## src/cvs_pkg.sv

```systemverilog
// ----------------------------------------------------------------------------
// cvs_pkg
// Shared types and constants for the chiptune voice sequencer.
// ----------------------------------------------------------------------------
package cvs_pkg;

  localparam int unsigned FRAME_CLKS = 70224;
  localparam int unsigned LEN_SHIFT  = 22;      // 4194304 clocks per second
  localparam int unsigned DIV_DW     = 47;      // divider dividend / quotient width
  localparam int unsigned DIV_VW     = 24;      // divider divisor width

  localparam logic [14:0] LFSR_SEED = 15'h7fff;
  localparam logic [2:0]  KIND_TRI   = 3'd3;
  localparam logic [2:0]  KIND_NOISE = 3'd4;
  localparam logic signed [11:0] WAVE_HI = 12'sd1024;
  localparam logic signed [11:0] WAVE_LO = -12'sd1024;
  localparam logic signed [12:0] TRI_TOP = 13'sd3071;
  localparam logic signed [12:0] TRI_MID = 13'sd1024;
  localparam logic [3:0]  VOL_MAX    = 4'd15;
  // x / 12 as (x * 10923) >> 17, exact for x up to 15360
  localparam logic [13:0] RECIP_TWELVE = 14'd10923;
  localparam int unsigned RECIP_SHIFT  = 17;

  typedef enum logic [1:0] {
    REQ_WRITE   = 2'd0,
    REQ_SAMPLE  = 2'd1,
    REQ_RESTART = 2'd2,
    REQ_NONE    = 2'd3
  } req_t;

  typedef enum logic [1:0] {
    DSEL_PHASE  = 2'd0,
    DSEL_ENV    = 2'd1
  } dsel_t;

  typedef struct packed {
    logic [15:0] frames;
    logic        rest;
    logic [22:0] freq_q8;
    logic [3:0]  volume;
    logic [1:0]  duty;
    logic [7:0]  envelope;
  } note_t;

  typedef struct packed {
    logic  write;
    logic  restart;
    logic  adv;
    logic  rd;
    logic  mul1;
    logic  len_latch;
    logic  phase_zero;
    logic  div_start;
    dsel_t div_sel;
    logic  take_phase;
    logic  pos;
    logic  zero;
    logic  env_base;
    logic  take_env;
    logic  scale;
    logic  take_div12;
  } cmd_t;

  typedef struct packed {
    logic stopped;
    logic len_zero;
    logic rest;
    logic no_step;
    logic env_skip;
    logic div_done;
  } stat_t;

  function automatic logic [31:0] duty_edge(input logic [1:0] code);
    logic [31:0] e;
    case (code)
      2'd0:    e = 32'h2000_0000;
      2'd1:    e = 32'h4000_0000;
      2'd2:    e = 32'h8000_0000;
      default: e = 32'hc000_0000;
    endcase
    return e;
  endfunction

endpackage

```

## src/cvs_ctrl.sv

```systemverilog
// ----------------------------------------------------------------------------
// cvs_ctrl
// Sequencing state machine: walks one sample request through the datapath.
// ----------------------------------------------------------------------------
module cvs_ctrl
  import cvs_pkg::*;
(
  input  logic       clk,
  input  logic       rst_n,
  input  logic       in_valid,
  input  logic [1:0] in_req_type,
  input  logic       out_free,
  input  stat_t      stat,
  output logic       in_ready,
  output logic       load_out,
  output cmd_t       cmd
);

  typedef enum logic [11:0] {
    S_IDLE  = 12'b0000_0000_0001,
    S_ADV   = 12'b0000_0000_0010,
    S_RD    = 12'b0000_0000_0100,
    S_LEN   = 12'b0000_0000_1000,
    S_MUL   = 12'b0000_0001_0000,
    S_DIVP  = 12'b0000_0010_0000,
    S_POS   = 12'b0000_0100_0000,
    S_ENV   = 12'b0000_1000_0000,
    S_DIVE  = 12'b0001_0000_0000,
    S_SCALE = 12'b0010_0000_0000,
    S_DIV12 = 12'b0100_0000_0000,
    S_FIN   = 12'b1000_0000_0000
  } state_t;

  state_t state_r, state_nxt;
  logic   acc;

  assign in_ready = (state_r == S_IDLE);
  assign acc      = in_valid && in_ready;

  always_comb begin
    state_nxt = state_r;
    cmd       = '0;
    load_out  = 1'b0;
    case (state_r)
      S_IDLE: begin
        if (acc) begin
          case (req_t'(in_req_type))
            REQ_WRITE:   cmd.write   = 1'b1;
            REQ_RESTART: cmd.restart = 1'b1;
            REQ_SAMPLE:  state_nxt   = S_ADV;
            default:     ;
          endcase
        end
      end
      S_ADV: begin
        cmd.adv   = 1'b1;
        state_nxt = S_RD;
      end
      S_RD: begin
        if (stat.stopped) begin
          cmd.zero  = 1'b1;
          state_nxt = S_FIN;
        end else begin
          cmd.rd    = 1'b1;
          state_nxt = S_LEN;
        end
      end
      S_LEN: begin
        cmd.mul1  = 1'b1;
        state_nxt = stat.len_zero ? S_MUL : S_POS;
      end
      S_MUL: begin
        cmd.len_latch = 1'b1;
        if (stat.no_step) begin
          cmd.phase_zero = 1'b1;
          state_nxt      = S_POS;
        end else begin
          cmd.div_start = 1'b1;
          cmd.div_sel   = DSEL_PHASE;
          state_nxt     = S_DIVP;
        end
      end
      S_DIVP: begin
        if (stat.div_done) begin
          cmd.take_phase = 1'b1;
          state_nxt      = S_POS;
        end
      end
      S_POS: begin
        cmd.pos = 1'b1;
        if (stat.rest) begin
          cmd.zero  = 1'b1;
          state_nxt = S_FIN;
        end else begin
          state_nxt = S_ENV;
        end
      end
      S_ENV: begin
        if (stat.env_skip) begin
          cmd.env_base = 1'b1;
          state_nxt    = S_SCALE;
        end else begin
          cmd.div_start = 1'b1;
          cmd.div_sel   = DSEL_ENV;
          state_nxt     = S_DIVE;
        end
      end
      S_DIVE: begin
        if (stat.div_done) begin
          cmd.take_env = 1'b1;
          state_nxt    = S_SCALE;
        end
      end
      S_SCALE: begin
        cmd.scale = 1'b1;
        state_nxt = S_DIV12;
      end
      S_DIV12: begin
        cmd.take_div12 = 1'b1;
        state_nxt      = S_FIN;
      end
      S_FIN: begin
        if (out_free) begin
          load_out  = 1'b1;
          state_nxt = S_IDLE;
        end
      end
      default: state_nxt = S_IDLE;
    endcase
  end

  always_ff @(posedge clk) begin
    if (!rst_n) begin
      state_r <= S_IDLE;
    end else begin
      state_r <= state_nxt;
    end
  end

endmodule

```

## config.mk

```make
export PLATFORM = sky130hd
export DESIGN_NAME = cvs_ctrl
export DESIGN_NICKNAME = d
export VERILOG_FILES = /design/src/cvs_pkg.sv /design/src/cvs_ctrl.sv
export SDC_FILE = /design/constraint.sdc
export NUM_CORES = 1
export LEC_CHECK = 0
export BUFFER_PORTS_ARGS = -buffer_cell sky130_fd_sc_hd__buf_2
export CORE_MARGIN = 2
export CORE_UTILIZATION = 39
export CTS_BUF_LIST = sky130_fd_sc_hd__clkbuf_8 sky130_fd_sc_hd__clkbuf_16
export CTS_CLUSTER_DIAMETER = 120
export DETAILED_ROUTE_END_ITERATION = 7
export PLACE_DENSITY = 0.76
export SETUP_SLACK_MARGIN = 0.3
export SLEW_MARGIN = 5
export SYNTH_ARGS = -nofsm -noshare
export SYNTH_HDL_FRONTEND = slang
export SYNTH_SLANG_ARGS = --single-unit
export TNS_END_PERCENT = 1
```

## constraint.sdc

```tcl
create_clock -name clk -period 2.23 [get_ports clk]
set_input_delay 0.669 -clock clk [delete_from_list [all_inputs] [get_ports clk]]
set_output_delay 0.669 -clock clk [all_outputs]
set_load 0.02 [all_outputs]
```

; Word-level counts from Yosys, hierarchy flattened
; Index checks and enable logic that the tools add are counted.
[totals]
ff_bits = 12
latch_bits = 0
mem_bits_rw = 0
rom_bits = 0
in_bits = 12
output_inout_bits = 19
word_cells = 60
mem_count = 0
[classes]
addsub = 0
multipliers = 0
n_div = 0
order_cmp = 0
n_eq_ne = 19
shifts = 0
muxes = 37
bitwise = 0
n_reduce_logical = 3
[ops]
columns = op, n
row1 = $pmux W12 S12, 1
row2 = $mux W12, 7
row3 = $mux W1, 19
row4 = $mux W7, 2
row5 = $eq A12 B1 Y1 const B, 1
row6 = $eq A12 B10 Y1 const B, 1
row7 = $eq A12 B11 Y1 const B, 1
row8 = $eq A12 B12 Y1 const B, 1
row9 = $eq A12 B2 Y1 const B, 1
row10 = $eq A12 B3 Y1 const B, 1
row11 = $eq A12 B4 Y1 const B, 1
row12 = $eq A12 B5 Y1 const B, 1
row13 = $eq A12 B6 Y1 const B, 1
row14 = $eq A12 B7 Y1 const B, 1
row15 = $eq A12 B8 Y1 const B, 1
row16 = $eq A12 B9 Y1 const B, 1
row17 = $mux W10, 1
row18 = $mux W2, 3
row19 = $mux W3, 2
row20 = $ne A2 B2 Y1 const B, 3
row21 = $pmux W3 S2, 1
row22 = $reduce_and A5 Y1, 1
row23 = $ne A2 B1 Y1 const B, 2
row24 = $eq A2 B1 Y1 const B, 1
row25 = 4 further kinds, 4

; Depth between registers and ports, before layout
; Gate-level depths: netlist (run 1).
[depth]
depth_word = 4
ltp_mapped = 6
depth_no_buf = 5

; Least setup slack after synthesis (run 1)
; OpenSTA, ideal clock, no wires.
[synth_timing]
kind = register to output
start = register state_r[4]
end = output port cmd[16] (netlist bit)
arrival_ps = 2006
required_time_ps = 1561
slack_ps = -445
stages_incl_launch_ff = 5
path_buffers = 0
cell_sequence = dfxtp_1 > nor4_4 > nand3_2 > nor2_1 > nor4bb_1
[synth_lines]
columns = item, line
row1 = "start, declared", cvs_ctrl.sv:34  ; state_t state_r, state_nxt;
row2 = "start signal, assigned", cvs_ctrl.sv:136  ; state_r <= state_nxt;
row3 = "end, declared", cvs_ctrl.sv:16  ; output cmd_t cmd

==> flow_metrics.env, run 1 <==
export IMPL_hpwl_um=1700
export IMPL_final_common_cell="buf_4"
export IMPL_drt_total_wl_um=2510
export IMPL_ys_ff_latch=12
export IMPL_reg2regPathDepth=8
export IMPL_timing_critical_path_required_ns=1.56
export IMPL_grtUsageTotal_pct=22.5
export IMPL_design_core_area_mm2=0.00196
export IMPL_first_pass_iters=4
export IMPL_row_count=16
export IMPL_critical_path_arrival_ns=1.73
export IMPL_sw_frac_of_total_pct=31.2
export IMPL_intPower_mw=0.466
export IMPL_antenna_left=0
export IMPL_whs_endpoint="state_r[5]$_SDFFE_PN0P_"
export IMPL_cts_buffers=3
export IMPL_final_setup_viol_count=14
export IMPL_place_port_buffers=29
export IMPL_grt_pass1_vias=834
export IMPL_seq_area_frac_synth_pct=29.9
export IMPL_start_util_pct=40.9
export IMPL_violations="negative setup slack"
export IMPL_r2r_start="state_r[9]$_SDFFE_PN0P_"
export IMPL_syn2layout_area_growth_pct=54.4
export IMPL_netlist_instances=94
export IMPL_critical_path_endpoint_type="output port"
export IMPL_yosysTopAreaCell="dfxtp_1"
export IMPL_drive_above_1_share_pct=54.7
export IMPL_largest_register="state_r"
export IMPL_syn_num_nets=106
export IMPL_crit_type="reg -> out"
export IMPL_largest_register_ff_count=12
export IMPL_clock_power_share_pct=36.6
export IMPL_pwr_share_comb_pct=28.1
export IMPL_die_x_um=49.4
export IMPL_timing_final_ws_setup_ns=-0.164
export IMPL_synth_warnings=0
export IMPL_synth_area_leaders="dfxtp_1 (30%), nor4_4 (7.9%), nor2_1 (6.5%)"
export IMPL_n_antenna_cell=0
export IMPL_grt_max_degree=8
export IMPL_hold_depth=2
export IMPL_cts_hold_fix_buffers=0
export IMPL_whs_ns=0.526
export IMPL_post_place_cells=156
export IMPL_drcViolationCount=0
export IMPL_htree_levels=1
export IMPL_rsz0062_at_grt="true"
export IMPL_path_max_fanout=4
export IMPL_top_regs="state_r: 12 flops"
export IMPL_fin_crit_sh_pct=107
export IMPL_min_delay_start="state_r[5]$_SDFFE_PN0P_"
export IMPL_pin_count=31
export IMPL_cts_root_buf="clkbuf_8"
export IMPL_dieArea_mm2=0.00244
export IMPL_yosysUniqueCellTypes=35
export IMPL_final_max_slew_viol_count=0
export IMPL_grt_pass1_wl_um=4060
export IMPL_clkTransAtPathRegs_ns=0.06
export IMPL_synth_area_per_cell_um2=8.55
export IMPL_vias=907
export IMPL_place_gp_congestion=0.867
export IMPL_netSwitchingPower_mw=0.212
export IMPL_start_kind="flop"
export IMPL_synth_top_area_share_pct=29.9
export IMPL_p_per_area_mw_per_mm2=547
export IMPL_wire_per_inst_um=15.1
export IMPL_antenna_found_initial=0
export IMPL_nFillCells=170
export IMPL_skew_ns=0.00401
export IMPL_r2r_setup_slack_ns=0.34
export IMPL_maxCapViolCount=0
export IMPL_leakagePower_nw=0.607
export IMPL_reg2reg_to="state_r[9]$_SDFFE_PN0P_"
export IMPL_fin_nets=152
export IMPL_period_minus_slack_ns=2.39
export IMPL_cts_path_max_buffers=2
export IMPL_max_freq_ghz=0.418
export IMPL_die_h_um=49.4
export IMPL_numClockSinks=12
export IMPL_vdd_drop_max_mv=0.424
export IMPL_seqPwrFrac_pct=35.4
export IMPL_cts_tree="built"
export IMPL_fin_cells=166
export IMPL_hold_violations=0
export IMPL_clk_latency_ns=0.25
export IMPL_status="complete, but fails checks"
export IMPL_hold_class="reg -> reg"
export IMPL_vias_per_cell=5.46
export IMPL_synth_area_um2=803
export IMPL_gr_total_overflow=0
export IMPL_drtIter0Drc=47
export IMPL_mostFrequentLayoutCells="buf_4 (27), buf_2 (15), nor2_1 (12)"
-- synth_stat cells --
library cell and number:
and3_1 2, and4b_1 1, a31o_1 1, or3b_2 1
or3_1 2, buf_4 2, o22ai_1 1, o21ai_0 2
nor3b_2 1, nor3_2 3, and3_4 1, nor3_1 3
a21oi_1 4, nand2b_1 3, o21ai_1 1, inv_1 6
and3b_4 1, nand3b_1 3, o31a_1 1, nor2_1 14
nor4b_1 4, xor2_1 1, nor4bb_1 1, nand3_1 5
nor4_4 3, a22o_4 1, a31oi_1 1, and3b_1 1
nand2_1 4, dfxtp_1 12, nor2b_1 1, nand3_2 2
nand4_1 2, a21boi_1 2, conb_1 1
-- cells by family after synthesis --
kind of cell    synth area share, %
compound gates                 12.2
xor+xnor                       1.09
buf+inv                        4.67
flops                          29.9
other cells                   0.467
simple gates                   51.7
-- critical path: stages (launching register included) --
cell     delay [ns]
dfxtp_2        0.35
nor4_4         0.33
buf_4          0.20
buf_4          0.10
nand4_1        0.13
inv_1          0.11
a22o_4         0.12
buf_4          0.13
-- power groups by stage --
| stage | clock network, mW | logic [mW] | registers, mW |
|---|---|---|---|
| after CTS | 0.246 | 0.182 | 0.239 |
| after global placement | 0 | 0.164 | 0.243 |
| final | 0.248 | 0.190 | 0.240 |
| after global routing | 0.266 | 0.205 | 0.240 |
| after floorplan | 0 | 0.122 | 0.241 |
| after detailed placement | 0 | 0.167 | 0.244 |
-- area by class of cell --
type                       instances  area (um^2)  area share [%]
tap                               27         33.8            2.72
sequential                        12          254            20.5
inverter                           6         22.5            1.82
timing repair buffer              43          289            23.3
multi-input combinational         74          586            47.2
clock buffer                       4         55.1            4.44
-- timing repair --
item,in CTS,in global routing
endpoints found under the hold margin,0,0
resized for setup,24,7
pin swaps,10,5
setup buffers,5,1
setup endpoints to repair,18,20
-- worst max path at each step --
stage                             start  endpoint  depth (start not counted)
5_1_grt         state_r[9]$_SDFFE_PN0P_   cmd[16]                          6
4_1_cts        state_r[11]$_SDFFE_PN0P_   cmd[16]                          6
2_1_floorplan   state_r[7]$_SDFFE_PN0P_   cmd[16]                          4
3_5_place_dp    state_r[8]$_SDFFE_PN0P_    cmd[4]                          5
6_report        state_r[9]$_SDFFE_PN0P_    cmd[4]                          7
3_3_place_gp    state_r[8]$_SDFFE_PN0P_    cmd[4]                          5
-- layer usage --
layer	vias up	wire [um]	track usage (%)
li1	434	-	-
met1	419	1040	26.8
met2	49	1210	37.8
met3	5	224	6.13
met4	0	37	9.26
met5	-	0	0
-- stage by stage --
stage / power, mW / worst slack [ns] / setup TNS [ns] / util (%) / instance area [um^2]
4_1_cts: 0.667 / -0.103 / -0.552 / 61.8 / 1210
2_1_floorplan: 0.363 / 0.0479 / 0 / - / 827
3_3_place_gp: 0.407 / 0.0760 / 0 / 53.6 / 1050
6_report: 0.678 / -0.164 / -1.20 / 63.2 / 1240
3_5_place_dp: 0.411 / 0.0295 / 0 / 53.6 / 1050
5_1_grt: 0.711 / -0.264 / -2.57 / 63.2 / 1240
No activity file was read; power rests on OpenSTA's default activity.
==> run 2, diff against run 1 <==
- ABC_AREA: default -> 1
- PLACE_DENSITY: 0.76 -> 0.75
- TNS_END_PERCENT: 1 -> default
==> flow_metrics.env, run 2 <==
export IMPL_syn_num_nets=164
export IMPL_maxCapViolCount=0
export IMPL_cts_path_max_buffers=2
export IMPL_max_freq_ghz=0.453
export IMPL_hold_violations=0
export IMPL_final_max_slew_viol_count=0
export IMPL_clk_latency_ns=0.24
export IMPL_start_kind="flop"
export IMPL_drcViolationCount=0
export IMPL_final_common_cell="buf_4"
export IMPL_cts_root_buf="clkbuf_8"
export IMPL_largest_register="state_r"
export IMPL_reg2reg_to="state_r[0]$_SDFFE_PN1P_"
export IMPL_whs_ns=0.604
export IMPL_slowest_delay_ns=0.35
export IMPL_reg2regPathDepth=17
export IMPL_synth_compound_area_share_pct=4.68
export IMPL_cts_tree="built"
export IMPL_synth_top_area_share_pct=27.2
export IMPL_timing_final_ws_setup_ns=0.0206
export IMPL_timing_critical_path_required_ns=2.37
export IMPL_clock_power_share_pct=16.7
export IMPL_vias=1211
export IMPL_wire_per_inst_um=13.0
export IMPL_skew_ns=0.00352
export IMPL_fin_nets=237
export IMPL_antenna_left=0
export IMPL_synth_area_um2=882
export IMPL_clkTransAtPathRegs_ns=0.06
export IMPL_drtIter0Drc=18
export IMPL_hold_depth=3
export IMPL_synth_warnings=0
export IMPL_start_util_pct=40.7
export IMPL_design_core_area_mm2=0.00217
export IMPL_intPower_mw=0.883
export IMPL_vdd_drop_max_mv=0.934
export IMPL_pwr_share_comb_pct=64.7
export IMPL_whs_endpoint="state_r[8]$_SDFFE_PN0P_"
export IMPL_first_pass_iters=4
export IMPL_synthArstFlopShare_pct=0
export IMPL_critical_path_endpoint_type="flop"
export IMPL_n_antenna_cell=0
export IMPL_grt_pass1_wl_um=4630
export IMPL_drive_above_1_share_pct=58.9
export IMPL_place_port_buffers=29
export IMPL_fin_crit_sh_pct=99.1
export IMPL_numClockSinks=12
export IMPL_status="finished, final reports clean"
export IMPL_ff_latch_area_um2=254
export IMPL_seq_area_frac_synth_pct=27.2
export IMPL_drt_total_wl_um=3280
export IMPL_nFillCells=149
export IMPL_pin_count=31
export IMPL_sw_frac_of_total_pct=39.7
export IMPL_synth_xor_area_share_pct=0
export IMPL_netSwitchingPower_mw=0.581
export IMPL_synthFlopType="dfxtp_1"
export IMPL_synth_edff_count=0
export IMPL_path_delay_family="buffers and inverters"
export IMPL_grtUsageTotal_pct=24.0
export IMPL_period_minus_slack_ns=2.21
export IMPL_yosysMostFrequentCell="inv_1"
export IMPL_p_per_area_mw_per_mm2=870
export IMPL_place_gp_congestion=0.849
export IMPL_synth_top_family_by_area="simple AND/OR/NAND/NOR gates"
export IMPL_rsz0062_at_grt="true"
export IMPL_path_max_fanout=2
export IMPL_path_cells="nor2_4 -> nand2_2 -> nor2_4 -> nand2_2 -> buf_6 -> buf_4 -> buf_4 -> buf_4 -> buf_4 -> buf_6 -> buf_4 -> buf_4 -> buf_6 -> nand2_1 -> nor2_1 -> nand3_1 -> nand2_2"
export IMPL_synth_adder_area_share_pct=0
export IMPL_grt_max_degree=9
export IMPL_synth_common_cells="inv_1 (36), nand2_1 (34), nor2_1 (29)"
export IMPL_leakagePower_nw=0.973
export IMPL_multiInputGateArea_um2=637
export IMPL_hpwl_um=1660
export IMPL_cts_hold_fix_buffers=0
export IMPL_vias_per_cell=4.81
export IMPL_top_regs="state_r: 12 flops"
export IMPL_cp_num_cells=17
export IMPL_die_h_um=51.6
export IMPL_gr_total_overflow=0
export IMPL_die_x_um=51.6
export IMPL_mostFrequentLayoutCells="buf_4 (39), inv_1 (28), nand2_1 (22)"
export IMPL_crit_type="reg -> reg"
export IMPL_synth_area_leaders="dfxtp_1 (27%), inv_1 (15%), nand2_1 (14%)"
export IMPL_r2r_start="state_r[5]$_SDFFE_PN0P_"
export IMPL_yosysUniqueCellTypes=18
export IMPL_syn2layout_area_growth_pct=90.9
export IMPL_fin_tns_setup_ns=0
export IMPL_row_count=17
export IMPL_critical_path_arrival_ns=2.35
export IMPL_finalCoreUtilization_pct=77.6
export IMPL_place_ws_ns=0.195
export IMPL_netlist_instances=152
export IMPL_htree_levels=1
export IMPL_cts_buffers=3
export IMPL_final_setup_viol_count=0
export IMPL_antenna_found_initial=0
export IMPL_synth_mux_area_share_pct=0
export IMPL_grt_pass1_vias=1115
export IMPL_synthSimpleGateAreaFrac_pct=51.1
export IMPL_seqPwrFrac_pct=18.6
export IMPL_min_delay_start="state_r[8]$_SDFFE_PN0P_"
export IMPL_hold_class="reg -> reg"
export IMPL_r2r_setup_slack_ns=0.02
export IMPL_dieArea_mm2=0.00266
export IMPL_synth_area_per_cell_um2=5.80
export IMPL_crit_buf_inv=9
export IMPL_cpMostUsedCell="buf_4"
export IMPL_ys_ff_latch=12
export IMPL_largest_register_ff_count=12
export IMPL_yosysTopAreaCell="dfxtp_1"
export IMPL_p_total_mw=1.46
export IMPL_crit_slowest_cell="dfxtp_4"
## run 2: changes by cell type after synthesis, sizes merged, moves of 3 or more
cell	before	now
a21oi	4	1
and3	3	0
inv	6	37
nand2	4	42
nand2b	3	0
nand3	7	11
nor2	14	35
nor4	3	0
nor4b	4	0
## run 2: layout make-up
| class | instances | share of cell area [%] |
|---|---|---|
| tap | 28 | 2.08 |
| clock buffer | 4 | 3.27 |
| timing repair buffer | 69 | 33.4 |
| inverter | 37 | 8.40 |
| sequential | 12 | 15.1 |
| multi-input combinational | 102 | 37.8 |
## run 2: metal layers
layer	track usage [%]	wire, um	vias to the layer above
met4	11.0	110	0
met5	0	0	-
met2	48.3	1840	47
met3	5.17	167	14
met1	22.4	1160	560
li1	-	-	590
## run 2: power groups by stage
stage	clock (mW)	combinational [mW]	sequential, mW
CTS	0.244	0.770	0.269
floorplan	0	0.346	0.262
finish	0.245	0.947	0.272
detailed placement	0	0.433	0.266
global placement	0	0.424	0.263
global route	0.258	0.999	0.274
## run 2: worst max path at each step
| stage | startpoint | to | slack [ns] |
|---|---|---|---|
| after global routing | state_r[5]$_SDFFE_PN0P_ | state_r[0]$_SDFFE_PN1P_ | -0.03 |
| after CTS | state_r[8]$_SDFFE_PN0P_ | cmd[15] | 0.06 |
| after global placement | state_r[5]$_SDFFE_PN0P_ | cmd[16] | 0.23 |
| after floorplan | state_r[5]$_SDFFE_PN0P_ | cmd[16] | 0.30 |
| final | state_r[5]$_SDFFE_PN0P_ | state_r[0]$_SDFFE_PN1P_ | 0.02 |
| after detailed placement | state_r[3]$_SDFFE_PN0P_ | cmd[16] | 0.19 |
## run 2: repair_timing
item / 4_1_cts / 5_1_grt
resized for setup: 56 / 28
setup buffers: 28 / 12
pin swaps: 16 / 19
gates cloned: 0 / 0
setup endpoints to repair: 18 / 19
## run 2: worst reg2reg max path, delay by kind of cell (launching register included)
family / cells / cell delay [ns]
buffers and inverters: 9 / 1.06
flip-flops: 1 / 0.35
AND/OR/NAND/NOR: 8 / 0.67
## run 2: kinds of logic (layout without fill, tap and decap cells)
kind of cell / count (synthesis) / in the layout
AND/OR/NAND/NOR: 96 / 96
buffers and inverters: 38 / 110
flip-flops: 12 / 12
AO/OA/AOI/OAI: 5 / 5
other: 1 / 1
## run 2: per-stage QoR
| step | std cells | area, um^2 |
|---|---|---|
| 2_1_floorplan | 152 | 911 |
| 3_3_place_gp | 208 | 1080 |
| 3_5_place_dp | 208 | 1080 |
| 4_1_cts | 240 | 1510 |
| 5_1_grt | 252 | 1680 |
| 6_report | 252 | 1680 |
